==> config.mk <==
export PLATFORM = sky130hd
export DESIGN_NAME = first_fit_2d_chunk_allocator
export DESIGN_NICKNAME = d
export VERILOG_FILES = /design/src/hw/rtl/ffca_pkg.sv /design/src/hw/rtl/ffca_bitmap.sv /design/src/hw/rtl/ffca_seq.sv /design/src/hw/rtl/first_fit_2d_chunk_allocator.sv
export SDC_FILE = /design/constraint.sdc
export NUM_CORES = 1
export LEC_CHECK = 0
export BUFFER_PORTS_ARGS = -buffer_cell sky130_fd_sc_hd__buf_4
export CAP_MARGIN = 20
export CORE_UTILIZATION = 53
export DETAILED_ROUTE_END_ITERATION = 16
export GPL_TIMING_DRIVEN = 0
export PLACE_DENSITY = 0.69
export SYNTH_ARGS = -nofsm -noshare
export SYNTH_HDL_FRONTEND = slang
export SYNTH_SLANG_ARGS = --single-unit
==> constraint.sdc <==
create_clock -name clk -period 6.95 [get_ports clk]
set_input_delay 0.3475 -clock clk [delete_from_list [all_inputs] [get_ports clk]]
set_output_delay 0.3475 -clock clk [all_outputs]
set_load 0.01 [all_outputs]
==> src/hw/rtl/ffca_pkg.sv <==
`timescale 1ns / 1ps

package ffca_pkg;

  // Atlas geometry
  localparam int CHUNK_SHIFT     = 4;
  localparam int CHUNK_PIXELS    = 1 << CHUNK_SHIFT;
  localparam int CHUNKS_PER_SIDE = 32;

  localparam int IDX_W = $clog2(CHUNKS_PER_SIDE);
  localparam int CNT_W = $clog2(CHUNKS_PER_SIDE + 1);

  // Port widths
  localparam int PX_W  = 10;
  localparam int OFF_W = 9;

  // Rounded chunk count of a 10-bit pixel size
  localparam int CH_W  = PX_W + 1 - CHUNK_SHIFT;
  localparam int SUM_W = CH_W + CNT_W;

  typedef logic [CHUNKS_PER_SIDE-1:0] col_t;

  // Bitmap access: read column addr, optionally OR mask into it
  typedef struct packed {
    logic             we;
    logic [IDX_W-1:0] addr;
    col_t             mask;
  } map_req_t;

  typedef struct packed {
    logic             found;
    logic [OFF_W-1:0] x_off;
    logic [OFF_W-1:0] y_off;
  } res_t;

endpackage

==> src/hw/rtl/ffca_bitmap.sv <==
`timescale 1ns / 1ps

// Used-chunk bitmap, one word per chunk column. Columns never written read as free.
module ffca_bitmap (
  input  logic              clk,
  input  logic              rst_n,
  input  ffca_pkg::map_req_t req,
  output ffca_pkg::col_t     rdata
);

  ffca_pkg::col_t                        col_r [ffca_pkg::CHUNKS_PER_SIDE];
  logic [ffca_pkg::CHUNKS_PER_SIDE-1:0] vld_r;

  assign rdata = vld_r[req.addr] ? col_r[req.addr] : '0;

  always_ff @(posedge clk) begin
    if (req.we) begin
      col_r[req.addr] <= rdata | req.mask;
    end
  end

  always_ff @(posedge clk) begin
    if (!rst_n) begin
      vld_r <= '0;
    end else if (req.we) begin
      vld_r[req.addr] <= 1'b1;
    end
  end

endmodule

==> src/hw/rtl/ffca_seq.sv <==
`timescale 1ns / 1ps

// Search sequencer: per column origin x, OR the window columns into acc_r,
// then slide the row window down acc_r one row a cycle; mark on a hit.
module ffca_seq (
  input  logic                             clk,
  input  logic                             rst_n,
  input  logic                             in_valid,
  input  logic [ffca_pkg::PX_W-1:0]        in_width_px,
  input  logic [ffca_pkg::PX_W-1:0]        in_height_px,
  output logic                             in_stall,
  input  logic                             res_ready,
  output logic                             res_valid,
  output ffca_pkg::res_t                   res,
  output ffca_pkg::map_req_t               map_req,
  input  ffca_pkg::col_t                   map_rdata
);

  typedef enum logic [2:0] {
    S_IDLE,
    S_ACCUM,
    S_SCAN,
    S_MARK,
    S_DONE
  } state_t;

  localparam int N     = ffca_pkg::CHUNKS_PER_SIDE;
  localparam int SUM_W = ffca_pkg::SUM_W;
  localparam int CH_W  = ffca_pkg::CH_W;
  localparam int CNT_W = ffca_pkg::CNT_W;
  localparam int IDX_W = ffca_pkg::IDX_W;
  localparam int OFF_W = ffca_pkg::OFF_W;
  localparam int RND_W = ffca_pkg::PX_W + 1;

  state_t             state_r, state_nxt;
  logic [CH_W-1:0]    cw_r, cw_nxt;
  logic [CH_W-1:0]    ch_r, ch_nxt;
  logic [CNT_W-1:0]   x_r, x_nxt;
  logic [CNT_W-1:0]   y_r, y_nxt;
  logic [CNT_W-1:0]   col_i_r, col_i_nxt;
  ffca_pkg::col_t     acc_r, acc_nxt;
  ffca_pkg::col_t     mask_r, mask_nxt;
  logic               found_r, found_nxt;

  logic [CH_W-1:0]    in_cw, in_ch;
  logic [RND_W-1:0]   w_rnd, h_rnd;
  logic [CNT_W-1:0]   addr_full;
  ffca_pkg::col_t     win_mask;
  logic               x_more, y_more, cols_done;
  logic [SUM_W-1:0]   y_end;

  // Round pixels up to chunks
  assign w_rnd = RND_W'(in_width_px)  + RND_W'(ffca_pkg::CHUNK_PIXELS - 1);
  assign h_rnd = RND_W'(in_height_px) + RND_W'(ffca_pkg::CHUNK_PIXELS - 1);
  assign in_cw = w_rnd[RND_W-1:ffca_pkg::CHUNK_SHIFT];
  assign in_ch = h_rnd[RND_W-1:ffca_pkg::CHUNK_SHIFT];

  assign x_more    = (SUM_W'(x_r) + SUM_W'(cw_r) + SUM_W'(1)) <= SUM_W'(N);
  assign y_more    = (SUM_W'(y_r) + SUM_W'(ch_r) + SUM_W'(1)) <= SUM_W'(N);
  assign cols_done = SUM_W'(col_i_r) == SUM_W'(cw_r);
  assign addr_full = x_r + col_i_r;
  assign y_end     = SUM_W'(y_r) + SUM_W'(ch_r);

  always_comb begin
    for (int b = 0; b < N; b++) begin
      win_mask[b] = (SUM_W'(b) >= SUM_W'(y_r)) && (SUM_W'(b) < y_end);
    end
  end

  assign map_req.we   = (state_r == S_MARK) && !cols_done;
  assign map_req.addr = addr_full[IDX_W-1:0];
  assign map_req.mask = mask_r;

  assign in_stall  = (state_r != S_IDLE);
  assign res_valid = (state_r == S_DONE);
  assign res.found = found_r;
  assign res.x_off = found_r ? OFF_W'({x_r, {ffca_pkg::CHUNK_SHIFT{1'b0}}}) : '0;
  assign res.y_off = found_r ? OFF_W'({y_r, {ffca_pkg::CHUNK_SHIFT{1'b0}}}) : '0;

  always_comb begin
    state_nxt = state_r;
    cw_nxt    = cw_r;
    ch_nxt    = ch_r;
    x_nxt     = x_r;
    y_nxt     = y_r;
    col_i_nxt = col_i_r;
    acc_nxt   = acc_r;
    mask_nxt  = mask_r;
    found_nxt = found_r;
    case (state_r)
      S_IDLE: begin
        if (in_valid) begin
          cw_nxt    = in_cw;
          ch_nxt    = in_ch;
          x_nxt     = '0;
          y_nxt     = '0;
          col_i_nxt = '0;
          acc_nxt   = '0;
          found_nxt = 1'b0;
          if (in_cw > CH_W'(N) || in_ch > CH_W'(N)) begin
            state_nxt = S_DONE;
          end else begin
            state_nxt = S_ACCUM;
          end
        end
      end
      S_ACCUM: begin
        if (cols_done) begin
          y_nxt     = '0;
          state_nxt = S_SCAN;
        end else begin
          acc_nxt   = acc_r | map_rdata;
          col_i_nxt = col_i_r + CNT_W'(1);
        end
      end
      S_SCAN: begin
        if ((acc_r & win_mask) == '0) begin
          mask_nxt  = win_mask;
          col_i_nxt = '0;
          found_nxt = 1'b1;
          state_nxt = S_MARK;
        end else if (y_more) begin
          y_nxt = y_r + CNT_W'(1);
        end else if (x_more) begin
          x_nxt     = x_r + CNT_W'(1);
          acc_nxt   = '0;
          col_i_nxt = '0;
          state_nxt = S_ACCUM;
        end else begin
          state_nxt = S_DONE;
        end
      end
      S_MARK: begin
        if (cols_done) begin
          state_nxt = S_DONE;
        end else begin
          col_i_nxt = col_i_r + CNT_W'(1);
        end
      end
      S_DONE: begin
        if (res_ready) begin
          state_nxt = S_IDLE;
        end
      end
      default: begin
        state_nxt = S_IDLE;
      end
    endcase
  end

  always_ff @(posedge clk) begin
    if (!rst_n) begin
      state_r <= S_IDLE;
    end else begin
      state_r <= state_nxt;
    end
    cw_r    <= cw_nxt;
    ch_r    <= ch_nxt;
    x_r     <= x_nxt;
    y_r     <= y_nxt;
    col_i_r <= col_i_nxt;
    acc_r   <= acc_nxt;
    mask_r  <= mask_nxt;
    found_r <= found_nxt;
  end

endmodule

==> src/hw/rtl/first_fit_2d_chunk_allocator.sv <==
`timescale 1ns / 1ps

// Channel | Prefix | Handshake    | Fields                          | Item
// in      | in_    | valid, stall | width_px, height_px             | frame size in pixels
// out     | out_   | valid, stall | found, x_offset_px, y_offset_px | origin or not-found
//
// Steps: per column origin x, OR the window columns into an accumulator, then
//   slide the row window down it; on a hit, mark the window columns, then pass
//   through a done state before the output register loads.
// Reset: rst_n (synchronous) frees every chunk at once via per-column valid bits.
// Stalls: in_stall is high from accept until the result enters the output register,
//   where a waiting result does not block the next accept.
module first_fit_2d_chunk_allocator (
  input  logic                       clk,
  input  logic                       rst_n,
  input  logic                       in_valid,
  output logic                       in_stall,
  input  logic [ffca_pkg::PX_W-1:0]  in_width_px,
  input  logic [ffca_pkg::PX_W-1:0]  in_height_px,
  output logic                       out_valid,
  input  logic                       out_stall,
  output logic                       out_found,
  output logic [ffca_pkg::OFF_W-1:0] out_x_offset_px,
  output logic [ffca_pkg::OFF_W-1:0] out_y_offset_px
);

  ffca_pkg::map_req_t map_req;
  ffca_pkg::col_t     map_rdata;
  ffca_pkg::res_t     res;
  ffca_pkg::res_t     out_res_r;
  logic               res_valid;
  logic               res_ready;
  logic               out_valid_r;

  // Shared column store: read one column a cycle, OR-in the window when marking
  ffca_bitmap u_bitmap (
    .clk   (clk),
    .rst_n (rst_n),
    .req   (map_req),
    .rdata (map_rdata)
  );

  ffca_seq u_seq (
    .clk          (clk),
    .rst_n        (rst_n),
    .in_valid     (in_valid),
    .in_width_px  (in_width_px),
    .in_height_px (in_height_px),
    .in_stall     (in_stall),
    .res_ready    (res_ready),
    .res_valid    (res_valid),
    .res          (res),
    .map_req      (map_req),
    .map_rdata    (map_rdata)
  );

  // Output slot frees when empty or when the current item is taken this cycle
  assign res_ready = !out_valid_r || !out_stall;

  always_ff @(posedge clk) begin
    if (!rst_n) begin
      out_valid_r <= 1'b0;
    end else if (res_valid && res_ready) begin
      out_valid_r <= 1'b1;
    end else if (!out_stall) begin
      out_valid_r <= 1'b0;
    end
  end

  always_ff @(posedge clk) begin
    if (res_valid && res_ready) begin
      out_res_r <= res;
    end
  end

  assign out_valid       = out_valid_r;
  assign out_found       = out_res_r.found;
  assign out_x_offset_px = out_res_r.x_off;
  assign out_y_offset_px = out_res_r.y_off;

endmodule

==> impl_metrics.tcl, run 1 <==
set metrics [dict create \
    gp_congestion 0.982 \
    drc 0 \
    drv_slew 0 \
    portBuffers 36 \
    power_switching_mw 4.25 \
    netlist_instances 2340 \
    final.setup_skew_ps 32.0 \
    cts_setup_buffers 0 \
    maxCapViolCount 0 \
    drive_gt1_frac 0.240 \
    syn_area_mm2 0.0459 \
    wl_per_cell_um 35.4 \
    pwr-share-seq 0.474 \
    fp.coreArea_mm2 0.0854 \
    rrSetupSlack_ps 880 \
    syn_area_per_cell_um2 19.6 \
    reg2reg_depth 10 \
    max-clock-path-buffers 3 \
    grtUsageTotal 0.313 \
    async_flop_share 0 \
    grt_pass1_vias 25549 \
    h-tree-depth 3 \
    crit_fanout 32 \
    grt_pass1_wl_um 189000 \
    synth_edf_count 1132 \
    status "complete, no violations" \
    powerDensity_mw_per_mm2 307 \
    hold_viol 0 \
    leakagePower_nw 16.9 \
    hold_depth 3 \
    clk_latency_ps 700 \
    fmax_mhz 165 \
    grt_setup_unrepaired "no" \
    wirelength_um 135000 \
    combPwrFrac 0.153 \
    synth-seq-cells 1168 \
    cts_root_buf "clkbuf_16" \
    start_util 0.537 \
    p_int_mw 12.0 \
    hp-class "in -> reg" \
    peakVddDrop_mv 0.254 \
    post_dp_cell_area_mm2 0.0492 \
    final_common_cell "edfxtp_1" \
    clk_pin_slew_ps 60 \
    grt_max_degree 33 \
    first_pass_iters 5 \
    power_mw 16.3 \
    die_y_um 296 \
    cts_buffers 111 \
    worstSetupPathType "reg -> reg" \
    drtIter0Drc 3781 \
    synth_cell_types 70 \
    synth-seq-area-share 0.757 \
    areaGrowthSynthToFinish_pct 15.8 \
    placementRows 107 \
    overflow 0 \
    final_cell_mix "1132 x edfxtp_1, 264 x mux4_2, 152 x nor2_1" \
    drtAntennaViolNets 0 \
    boundaryPins 45 \
    endpoint_kind "flop" \
    final-setup-viol-count 0 \
    fin_util 0.622 \
    ys_warn_count 0 \
    nets 2628 \
    crit_arrival_ps 6410 \
    worst_slew_pin_slew_ps 1250 \
    cts_tree "built" \
    relSlewSlack 0.170 \
    cts-resized-gates 0 \
    die_w_um 296 \
    diodes 0 \
    clkPwrFrac 0.374 \
    critPathLaunchType "flop" \
    dpl.hpwl_um 87200 \
    period_needed_ps 6070 \
    ys.flop_type "edfxtp_1" \
    dieArea_mm2 0.0877 \
    antenna_found_initial 2 \
    viasPerCell 6.75 \
    num_vias 25772 \
    fin_crit_sh 0.874 \
    cp.required_ps 7290 \
    worst_hold_slack_ps 166 \
    cts.sinks 1168 \
    finalInstanceArea_mm2 0.0531 \
    switching_share 0.261 \
]
==> through the flow <==
stage | setup TNS [ps] | std cells | setup slack (ps)
2_1_floorplan | 0 | 2347 | 1950
3_3_place_gp | -451690 | 3527 | -921
3_5_place_dp | 0 | 3590 | 516
4_1_cts | 0 | 3812 | 461
5_1_grt | 0 | 3819 | 724
6_report | 0 | 3819 | 879
==> layout make-up <==
cell class	instances	area, um2
Sequential cell	1168	34700
Inverter	32	120
Buffer	126	547
Tap cell	1144	1430
Fill cell	5818	32300
Multi-Input combinational cell	1021	10800
Clock buffer	131	2870
Timing Repair Buffer	120	1870
Clock inverter	77	762
==> critical path, stage by stage, from the launching register on <==
cell and delay, ps:
edfxtp_1 520, ha_1 270, fa_1 480, clkbuf_1 440, clkbuf_1 920, clkbuf_1 960, mux4_2 380, o22ai_1 80
or4_1 640, nor2_1 180, or2_1 820
==> sequential cells by signal (all words and copies together), names as in the netlist <==
name             flops
out_y_offset_px      5
u_seq.state_r        3
out_found            1
u_bitmap.col_r    1024
u_seq.mask_r        32
u_seq.found_r        1
out_x_offset_px      5
u_seq.cw_r           7
u_seq.acc_r         32
u_bitmap.vld_r      32
u_seq.ch_r           7
u_seq.col_i_r        6
u_seq.y_r            6
out_valid            1
u_seq.x_r            6
==> path summary, 6_finish.rpt <==
| path | startpoint | to |
|---|---|---|
| setup / recovery | u_seq.x_r[0] | u_bitmap.col_r[6][0] |
| hold / removal | in_height_px[0] | u_seq.ch_r[0] |
| setup reg to reg | u_seq.x_r[0] | u_bitmap.col_r[6][0] |
| hold reg to reg | u_bitmap.vld_r[10] | u_bitmap.vld_r[10] |
==> Yosys cell counts, types with 27 or more instances <==
master	n	area share
inv_1	31	0.0025
or2_2	28	0.0038
edfxtp_1	1132	0.74
a21oi_1	38	0.0041
mux4_2	264	0.13
buf_2	27	0.0029
o22ai_1	135	0.018
or4_1	35	0.0057
o21a_1	34	0.0056
nor2_1	184	0.015
dfxtp_1	36	0.016
nand2_1	36	0.0029
clkbuf_1	85	0.0070
==> cells by family after synthesis <==
logic type,share of synthesized area
AO/OA/AOI/OAI,0.0410
XOR/XNOR,0.00745
adder cells (fa/ha/maj),0.00704
buffers and inverters,0.0145
flip-flops,0.757
multiplexers,0.130
other,0.0000818
AND/OR/NAND/NOR,0.0434
==> power by group through the flow <==
stage	clock network (mW)	registers (mW)	logic, mW
floorplan	0	7.85	1.37
global placement	0	7.87	2.27
detailed placement	0	7.87	2.41
CTS	6.10	7.72	2.43
global route	6.35	7.72	2.55
finish	6.09	7.72	2.49
==> repair_timing <==
item / CTS / global route
endpoints found under the setup margin: 0 / 0
endpoints found under the hold margin: 16 / 0
hold buffers: 14 / 0
==> layer usage <==
layer / vias to the layer above / wire length [um] / global-route usage
li1: 10128 / - / -
met1: 13428 / 50500 / 0.439
met4: 4 / 6090 / 0.135
met3: 318 / 15600 / 0.0639
met5: - / 26 / 0
met2: 1894 / 62900 / 0.482
Note: power is estimated with default switching activity, not from simulation.
==> run 2, diff against run 1 <==
--- a/config.mk
+++ b/config.mk
@@ -7,10 +7,12 @@
 export LEC_CHECK = 0
 export BUFFER_PORTS_ARGS = -buffer_cell sky130_fd_sc_hd__buf_4
 export CAP_MARGIN = 20
+export CELL_PAD_IN_SITES_DETAIL_PLACEMENT = 1
+export CELL_PAD_IN_SITES_GLOBAL_PLACEMENT = 1
 export CORE_UTILIZATION = 53
 export DETAILED_ROUTE_END_ITERATION = 16
 export GPL_TIMING_DRIVEN = 0
-export PLACE_DENSITY = 0.69
+export PLACE_DENSITY_LB_ADDON = 0.1
 export SYNTH_ARGS = -nofsm -noshare
 export SYNTH_HDL_FRONTEND = slang
 export SYNTH_SLANG_ARGS = --single-unit
==> impl_metrics.tcl, run 2 (same netlist as run 1, synthesis figures left out) <==
set metrics [dict create \
    hold_depth 3 \
    largest-register "u_bitmap.col_r" \
    diodes 0 \
    critPathLaunchType "flop" \
    final_cell_mix "1132 x edfxtp_1, 264 x mux4_2, 152 x nor2_1" \
    nets 2651 \
    die_y_um 296 \
    power_mw 16.5 \
    worst_slew_pin_slew_ps 1220 \
    crit_arrival_ps 6440 \
    drive_gt1_frac 0.244 \
    cts_tree "built" \
    grt_setup_unrepaired "no" \
    status "complete, no violations" \
    slowest_delay_ps 900 \
    placementRows 107 \
    clk_pin_slew_ps 60 \
    drtAntennaViolNets 0 \
    max-clock-path-buffers 3 \
    crit_top_cell "clkbuf_1" \
    boundaryPins 45 \
    grt_pass1_wl_um 206000 \
    post_dp_cell_area_mm2 0.0495 \
    cp.required_ps 7300 \
    maxCapViolCount 0 \
    wl_per_cell_um 38.7 \
    hold_path_end "u_seq.ch_r[0]" \
    grtUsageTotal 0.348 \
    hp-class "in -> reg" \
    path_buf_inv 3 \
    overflow 0 \
    areaGrowthSynthToFinish_pct 16.9 \
    portBuffers 36 \
    final.setup_skew_ps 60.6 \
    leakagePower_nw 17.1 \
    worstSetupPathType "reg -> reg" \
    powerDensity_mw_per_mm2 308 \
    tns_ps 0 \
    viasPerCell 6.81 \
    path_cells "ha_1 > fa_1 > clkbuf_1 > clkbuf_1 > clkbuf_1 > mux4_2 > o22ai_1 > or4_1 > nor2_1 > or2_1" \
    cts_root_buf "clkbuf_16" \
    start_util 0.537 \
    fin_util 0.628 \
    dieArea_mm2 0.0877 \
    r2r_end "u_bitmap.col_r[15][0]" \
    h-tree-depth 3 \
    antenna_found_initial 4 \
    cts_buffers 116 \
    drv_slew 0 \
    rrSetupSlack_ps 870 \
    grt_max_degree 33 \
    fin_crit_sh 0.875 \
    peakVddDrop_mv 0.230 \
    drc 0 \
    die_w_um 296 \
    fmax_mhz 164 \
    gp_congestion 0.946 \
    final-setup-viol-count 0 \
    period_needed_ps 6080 \
    wirelength_um 149000 \
    clk_latency_ps 740 \
    cpLargestDelayFamily "buffers and inverters" \
    num_vias 26127 \
    crit_fanout 32 \
    grt_pass1_vias 26527 \
    cts.sinks 1168 \
    relSlewSlack 0.186 \
    reg2reg_depth 10 \
    fp.coreArea_mm2 0.0854 \
    hold_viol 0 \
    finalInstanceArea_mm2 0.0536 \
    worstHoldStart "in_height_px[0]" \
    largest_register_ffs 1024 \
    first_pass_iters 5 \
    fillCellCount 7175 \
    endpoint_kind "flop" \
    drtIter0Drc 3311 \
    crit_path_top_delay_cell "clkbuf_1" \
    final_common_cell "edfxtp_1" \
    dpl.hpwl_um 99100 \
    r2r-start "u_seq.x_r[0]" \
]
[run 2: where the power goes]
group | internal, mW | switching (mW)
combinational | 0.942 | 1.61
clock | 3.54 | 2.68
sequential | 7.68 | 0.0463
[run 2: how the worst max path moves through the flow]
stage | start | end | slack, ps | depth (start not counted)
global route | u_seq.x_r[0] | u_bitmap.col_r[14][0] | 820 | 10
global placement | u_seq.x_r[0] | u_bitmap.col_r[27][11] | -1410 | 7
CTS | u_seq.x_r[0] | u_bitmap.col_r[26][30] | 870 | 11
floorplan | u_seq.y_r[2] | u_seq.acc_r[0] | 1950 | 10
finish | u_seq.x_r[0] | u_bitmap.col_r[15][0] | 870 | 10
detailed placement | u_seq.x_r[0] | u_bitmap.col_r[5][30] | 880 | 11
[run 2: per-layer routing]
layer / global-route usage / share of wire / vias up / wire length (um)
li1: - / - / 10163 / -
met1: 0.475 / 0.38 / 13990 / 56600
met2: 0.550 / 0.47 / 1637 / 70500
met3: 0.0849 / 0.10 / 329 / 15400
met4: 0.123 / 0.040 / 8 / 5940
met5: 0 / 0.00032 / - / 48
[run 2: cell type report]
class                   count  area (um2)  area share
flip-flops and latches   1168       34700       0.648
multi-input cells        1021       10800       0.201
clock buffers             160        3160      0.0590
repair buffers            138        2300      0.0429
well taps                1144        1430      0.0267
clock inverters            49         561      0.0105
plain buffers             126         549      0.0102
inverters                  32         120     0.00224
[run 2: repair_timing]
item / in CTS / in global routing
setup buffers: 0 / 0
setup endpoints to repair: 0 / 0
endpoints found under the hold margin: 16 / 0
hold buffers: 14 / 0
resized for setup: 0 / 0
[run 2: through the flow]
stage	hold WS, ps	setup WS, ps	cells
floorplan	435	1950	2347
global placement	444	-1410	3527
detailed placement	463	880	3603
CTS	87.5	872	3826
global route	136	819	3838
finish	136	867	3838
[run 2: tightest hold or removal path, delay by kind of cell]
family / cells / cell delay, ps
buffers and inverters: 1 / 70
xor gates and xnor gates: 1 / 90
and+or+nand+nor: 1 / 170
